==> config.mk <==
export PLATFORM = sky130hd
export DESIGN_NAME = indexed_list_store_top
export DESIGN_NICKNAME = d
export VERILOG_FILES = /design/src/rtl/ils_pkg.sv /design/src/rtl/indexed_list_store_top.sv /design/src/rtl/ils_ctrl.sv /design/src/rtl/ils_dpath.sv
export SDC_FILE = /design/constraint.sdc
export NUM_CORES = 1
export LEC_CHECK = 0
export BUFFER_PORTS_ARGS = -buffer_cell sky130_fd_sc_hd__buf_2
export CAP_MARGIN = 10
export CORE_MARGIN = 2
export CORE_UTILIZATION = 48
export DETAILED_ROUTE_END_ITERATION = 8
export PLACE_DENSITY = 0.7
export SYNTH_ARGS = -nofsm -noshare
export SYNTH_HDL_FRONTEND = slang
export SYNTH_SLANG_ARGS = --single-unit
==> constraint.sdc <==
create_clock -name clk -period 11.21 [get_ports clk]
set_input_delay 1.6815 -clock clk [delete_from_list [all_inputs] [get_ports clk]]
set_output_delay 1.6815 -clock clk [all_outputs]
set_load 0.02 [all_outputs]
==> src/rtl/ils_pkg.sv <==
// Shared types and constants for the indexed list store.
// Used by ils_ctrl, ils_dpath and indexed_list_store_top; depends on nothing.
`default_nettype none

package ils_pkg;

  localparam int CAPACITY = 16;
  localparam int CELL_W   = $clog2(CAPACITY);
  localparam int LEN_W    = $clog2(CAPACITY + 1);
  localparam int DATA_W   = 32;
  localparam int KIND_W   = 3;

  typedef enum logic [KIND_W-1:0] {
    KIND_READ      = 3'd0,
    KIND_OVERWRITE = 3'd1,
    KIND_INSERT    = 3'd2,
    KIND_APPEND    = 3'd3,
    KIND_PREPEND   = 3'd4,
    KIND_DROP_LAST = 3'd5,
    KIND_DROP_FRST = 3'd6,
    KIND_REMOVE    = 3'd7
  } kind_t;

  typedef struct packed {
    logic [KIND_W-1:0]        kind;
    logic [LEN_W-1:0]         index;
    logic signed [DATA_W-1:0] value;
  } in_word_t;

  typedef struct packed {
    logic                     ok;
    logic signed [DATA_W-1:0] read_value;
    logic [LEN_W-1:0]         new_length;
  } out_word_t;

  typedef struct packed {
    logic load;  // capture the request word
    logic exec;  // apply the captured request and emit the result
  } ils_cmd_t;

endpackage

`default_nettype wire

==> src/rtl/indexed_list_store_top.sv <==
// Top level of the indexed list store: a bounded list of 32-bit words.
// Depends on ils_pkg, ils_ctrl and ils_dpath.
`default_nettype none

// Usage: raise start with a request word on in_word while busy is low; the
// word is taken at that clock edge. The list is a row of 16 register cells,
// so insert and remove shift every cell behind the position in one step.
// Each request is first captured into the request register, then applied in
// the cell update, which also loads the result register. The result shows on
// out_word for exactly one cycle with out_valid high, in the cycle in which
// busy falls; the receiver cannot stall it and must take it then.
// A new request may be started in the same cycle the result is shown; busy
// is high while a request executes, so a new one is taken only once it is
// done. After reset the list is empty and no clearing pass is needed.
module indexed_list_store_top (
  input  wire logic               clk,
  input  wire logic               rst_n,
  input  wire logic               start,
  output logic                    busy,
  input  wire ils_pkg::in_word_t  in_word,
  output logic                    out_valid,
  output ils_pkg::out_word_t      out_word
);
  import ils_pkg::*;

  ils_cmd_t cmd;

  // Sequence capture and execute.
  ils_ctrl u_ctrl (
    .clk   (clk),
    .rst_n (rst_n),
    .start (start),
    .busy  (busy),
    .cmd   (cmd)
  );

  // Hold the cells and length; advance them on execute.
  ils_dpath u_dpath (
    .clk       (clk),
    .rst_n     (rst_n),
    .cmd       (cmd),
    .in_word   (in_word),
    .out_valid (out_valid),
    .out_word  (out_word)
  );

endmodule

`default_nettype wire

==> src/rtl/ils_ctrl.sv <==
// Controller for the indexed list store: two-state one-hot sequencer.
// Depends on ils_pkg; drives the command struct into ils_dpath.
`default_nettype none

module ils_ctrl (
  input  wire logic              clk,
  input  wire logic              rst_n,
  input  wire logic              start,
  output logic                   busy,
  output ils_pkg::ils_cmd_t      cmd
);
  import ils_pkg::*;

  typedef enum logic [1:0] {
    ST_IDLE = 2'b01,
    ST_EXEC = 2'b10
  } state_t;

  state_t state_r, state_nxt;

  always_comb begin
    state_nxt = state_r;
    unique case (state_r)
      ST_IDLE: begin
        if (start) state_nxt = ST_EXEC;
      end
      ST_EXEC: begin
        state_nxt = ST_IDLE;
      end
      default: begin
        state_nxt = ST_IDLE;
      end
    endcase
  end

  always_ff @(posedge clk) begin
    if (!rst_n) begin
      state_r <= ST_IDLE;
    end else begin
      state_r <= state_nxt;
    end
  end

  assign busy     = (state_r != ST_IDLE);
  assign cmd.load = start && (state_r == ST_IDLE);
  assign cmd.exec = (state_r == ST_EXEC);

endmodule

`default_nettype wire

==> src/rtl/ils_dpath.sv <==
// Datapath for the indexed list store: request register, row of cells,
// length counter and result register. Depends on ils_pkg; driven by ils_ctrl.
`default_nettype none

module ils_dpath (
  input  wire logic              clk,
  input  wire logic              rst_n,
  input  wire ils_pkg::ils_cmd_t cmd,
  input  wire ils_pkg::in_word_t in_word,
  output logic                   out_valid,
  output ils_pkg::out_word_t     out_word
);
  import ils_pkg::*;

  in_word_t                 req_r;
  logic [LEN_W-1:0]         len_r, len_nxt;
  logic signed [DATA_W-1:0] cells_r   [CAPACITY];
  logic signed [DATA_W-1:0] cells_nxt [CAPACITY];
  out_word_t                out_r, out_nxt;
  logic                     out_valid_r;

  logic                     ok;
  logic                     do_write, shift_up, shift_down;
  logic [LEN_W-1:0]         pos;
  logic                     idx_lt_len, idx_le_len, has_room, not_empty;

  assign idx_lt_len = (req_r.index < len_r);
  assign idx_le_len = (req_r.index <= len_r);
  assign has_room   = (len_r < LEN_W'(CAPACITY));
  assign not_empty  = (len_r != '0);

  // Decode the request into a cell action and a length change.
  always_comb begin
    ok         = 1'b0;
    do_write   = 1'b0;
    shift_up   = 1'b0;
    shift_down = 1'b0;
    pos        = req_r.index;
    len_nxt    = len_r;
    unique case (kind_t'(req_r.kind))
      KIND_READ: begin
        ok = idx_lt_len;
      end
      KIND_OVERWRITE: begin
        ok       = idx_lt_len;
        do_write = idx_lt_len;
      end
      KIND_INSERT: begin
        ok       = idx_le_len && has_room;
        do_write = ok;
        shift_up = ok;
        if (ok) len_nxt = len_r + LEN_W'(1);
      end
      KIND_APPEND: begin
        ok       = has_room;
        pos      = len_r;
        do_write = ok;
        if (ok) len_nxt = len_r + LEN_W'(1);
      end
      KIND_PREPEND: begin
        ok       = has_room;
        pos      = '0;
        do_write = ok;
        shift_up = ok;
        if (ok) len_nxt = len_r + LEN_W'(1);
      end
      KIND_DROP_LAST: begin
        ok = not_empty;
        if (ok) len_nxt = len_r - LEN_W'(1);
      end
      KIND_DROP_FRST: begin
        ok         = not_empty;
        pos        = '0;
        shift_down = ok;
        if (ok) len_nxt = len_r - LEN_W'(1);
      end
      KIND_REMOVE: begin
        ok         = idx_lt_len;
        shift_down = ok;
        if (ok) len_nxt = len_r - LEN_W'(1);
      end
      default: begin
        ok = 1'b0;
      end
    endcase
  end

  // Each cell picks its neighbor, the new value, or holds.
  always_comb begin
    for (int i = 0; i < CAPACITY; i++) begin
      cells_nxt[i] = cells_r[i];
      if (shift_up && (i > 0) && (LEN_W'(i) > pos)) begin
        cells_nxt[i] = cells_r[(i > 0) ? i - 1 : 0];
      end
      if (shift_down && (i < CAPACITY - 1) && (LEN_W'(i) >= pos)) begin
        cells_nxt[i] = cells_r[(i < CAPACITY - 1) ? i + 1 : i];
      end
      if (do_write && (LEN_W'(i) == pos)) begin
        cells_nxt[i] = req_r.value;
      end
    end
  end

  always_comb begin
    out_nxt.ok         = ok;
    out_nxt.new_length = len_nxt;
    out_nxt.read_value = '0;
    if ((kind_t'(req_r.kind) == KIND_READ) && ok) begin
      out_nxt.read_value = cells_r[req_r.index[CELL_W-1:0]];
    end
  end

  always_ff @(posedge clk) begin
    if (cmd.load) req_r <= in_word;
    if (cmd.exec) begin
      out_r <= out_nxt;
      for (int i = 0; i < CAPACITY; i++) begin
        cells_r[i] <= cells_nxt[i];
      end
    end
  end

  always_ff @(posedge clk) begin
    if (!rst_n) begin
      len_r       <= '0;
      out_valid_r <= 1'b0;
    end else begin
      out_valid_r <= cmd.exec;
      if (cmd.exec) len_r <= len_nxt;
    end
  end

  assign out_valid = out_valid_r;
  assign out_word  = out_r;

endmodule

`default_nettype wire

==> metrics.txt <==
status=completed; Setup Viol. Count Final=0; Slew headroom=between 10% and 20%; first drt pass iteration count=6; Tot GR Track Use=26.3%; post_cts resized=0; highest net fanout along the worst path=37; Critical Path Start Type=flip-flop; Num CTS Buffers=69; unrepaired setup endpoints after global routing=no; Avg Inst Size Synth=12.6 µm²; Antenna Nets Post-Route=0; CTS tree=done; vias in the first global route=approximately 23k; final antenna diode count=0; I/O pin count=83; final hold vios=0; DRC errors left=0; worst reg2reg path depth=8; power density over cell area=135 mW/mm²; post-synthesis sequential area ratio=53.2%; total wire length=94700 µm; grt total ovfl=0; RePlAce Congestion=0.906; Nets=around 2.7k; Most used DFF post-synth=edfxtp_1; IO buf count=82; sequential share of power=50.7%; vias post-DR=22.9k; Crit Path Class=reg2reg; FF-to-FF Start=u_dpath.req_r[37]; Pleak=12.8 nW; Max-Cap Viols=0; VDD IR-drop max=between 0.08 and 0.09 mV; clock power share=a little over two fifths; Critical Path RT=11.41 ns; Finished Cell Area=roughly 0.037 mm²; Die Y=269 µm; multi-input logic area=0.0148 mm²; Netlist cell types=77; fin crit period=5.51 ns; later-pin clock latency in the skew report=0.61 ns; Min-Delay Path Class=reg2reg; syn nets=2723; setup TNS=0 ns; most frequent cells in the layout=edfxtp_1 (590), mux2i_1 (449), nor2_1 (243); Root Buffer Master=clkbuf_16; die area=~0.072 mm²; Core Region=0.0697 mm²; routed len/inst=about 26 µm; hold endpoint=u_dpath.cells_r[15][3]; Switch Pwr=approximately 0.0012 W; crit path DAT=5.72 ns; Post-synth EDFFs=slightly below 600; critical register-to-register path endpoint=u_dpath.cells_r[4][1]; # hold bufs at CTS=0; Max Clock Freq=0.181 GHz; CTS sink cnt=598; global-route wire length before repair=between 100000 and 150000 µm; Sw Share=23.4%; async set or reset register ratio after synthesis=0%; initial antenna violation count=1; clock skew=0.0247 ns; share of post-route cells with drive strength above 1=18.6%; Critical Path Sink Type=flip-flop; commonest non-fill, non-tap cell in the layout=edfxtp_1; flop2flop setup slack=approximately 5.7 ns; vias per cell=6.30; Final Cycle Share=49.2%; Register Area=0.0179 mm²; H-tree depth=3; Mapped Area=0.0336 mm²; standard-cell rows=97; CTS clock-pin slew for the worst setup and hold paths=around 0.050 ns; initial core utilization=approximately half; largest net degree at the start of global routing=just under 100; Initial DRC Count=roughly 2.8k; Slew @ Worst Pin=about 1.2 ns; hold_sp=u_dpath.cells_r[14][3]; Cells after Synth=2672; max-slew violations=0; Filler cells=roughly 5.8k; Internal Power=0.00379 W; die width=269 µm; hold path cells=1; synth-to-layout area growth=9.32%; CTS Buffer Depth=3; postcts setup bufs=0; dpl hpwl=between 50000 and 60000 µm; Yosys warning total=0; dpl cell area=0.0347 mm²; synthesis-stage register bit count=approximately 600; Comb power frac=6.9%
==> power groups by stage <==
stage | combinational (W) | sequential [W] | clock (W)
after floorplan | 0.000263 | 0.00252 | 0
after global placement | 0.000333 | 0.00255 | 0
after detailed placement | 0.000338 | 0.00255 | 0
after CTS | 0.000339 | 0.00250 | 0.00214
after global routing | 0.000360 | 0.00251 | 0.00222
final | 0.000340 | 0.00250 | 0.00210
==> routing by layer <==
layer / share of wire (%) / wire [µm] / track usage (%) / vias to the layer above
met2: 48 / 45500 / 42.8 / 1199
met3: 8.0 / 7540 / 4.26 / 182
met5: 0.014 / 13 / 0 / -
met1: 41 / 39000 / 36.0 / 11400
li1: - / - / - / 10100
met4: 2.9 / 2740 / 9.26 / 2
==> synthesized netlist by cell type (11+ instances only) <==
library cell	instances	share of area [%]
a21oi_1	240	3.6
buf_1	24	0.27
buf_2	71	1.1
buf_4	30	0.67
buf_6	11	0.37
clkbuf_1	99	1.1
edfxtp_1	590	53
inv_1	11	0.12
mux2_2	54	1.8
mux2i_1	449	13
mux4_2	160	11
nand2_1	243	2.7
nand3_1	17	0.25
nor2_1	250	2.8
nor2b_1	32	0.60
nor3_1	11	0.16
o21ai_0	128	1.9
o21ai_1	104	1.5
==> per-stage QoR <==
stage	total power (W)	utilization, %	cells	setup slack (ns)	hold slack [ns]
after global routing	0.00509	52.7	3629	5.48	0.622
after detailed placement	0.00289	49.8	3506	5.84	0.587
after floorplan	0.00278	-	2672	3.41	0.501
after global placement	0.00288	49.8	3506	5.85	0.561
final	0.00494	52.7	3629	5.70	0.601
after CTS	0.00498	52.7	3629	5.78	0.600
==> state kept, by name (all words and copies together) (netlist names) <==
register,count
u_dpath.out_valid,1
u_dpath.out_word,38
u_dpath.req_r,40
u_dpath.cells_r,512
u_dpath.len_r,5
u_ctrl.state_r,2
==> kinds of logic (layout without fill, tap and decap cells) <==
| kind of cell | after synthesis | count (layout) | synth area share (%) |
|---|---|---|---|
| muxes | 673 | 673 | 26.2 |
| and+or+nand+nor | 614 | 614 | 7.91 |
| DFF | 598 | 598 | 53.2 |
| AOI/OAI and AO/OA | 525 | 525 | 8.57 |
| buffers and inverters | 249 | 266 | 3.63 |
| adders and majority gates | 8 | 8 | 0.298 |
| xor gates and xnor gates | 5 | 5 | 0.130 |
==> final cells by class <==
class / instances / area share, %
Clock buffer: 87 / 5.00
Clock inverter: 36 / 0.603
Inverter: 12 / 0.123
Multi-Input combinational cell: 1825 / 40.2
Sequential cell: 598 / 48.7
Tap cell: 940 / 3.20
Timing Repair Buffer: 131 / 2.15
==> worst max-delay path by stage <==
stage	startpoint	to	slack, ns	cells after the start
after global routing	u_dpath.req_r[37]	u_dpath.cells_r[4][1]	5.48	8
after global placement	u_dpath.req_r[37]	u_dpath.cells_r[4][25]	5.85	8
after detailed placement	u_dpath.req_r[34]	u_dpath.cells_r[4][24]	5.84	10
final	u_dpath.req_r[37]	u_dpath.cells_r[4][1]	5.70	8
after floorplan	u_dpath.len_r[2]	u_dpath.cells_r[3][0]	3.41	10
after CTS	u_dpath.req_r[38]	u_dpath.cells_r[4][24]	5.78	8
==> critical path, stage by stage (launching register included) <==
cell	delay (ns)
edfxtp_1	0.78
nor2_1	0.18
and2_1	0.23
a221oi_2	0.78
nand3_4	0.98
a21oi_4	0.37
buf_4	0.61
a211oi_1	0.17
nor2_4	0.92
Power figures use the tool's default switching activity.
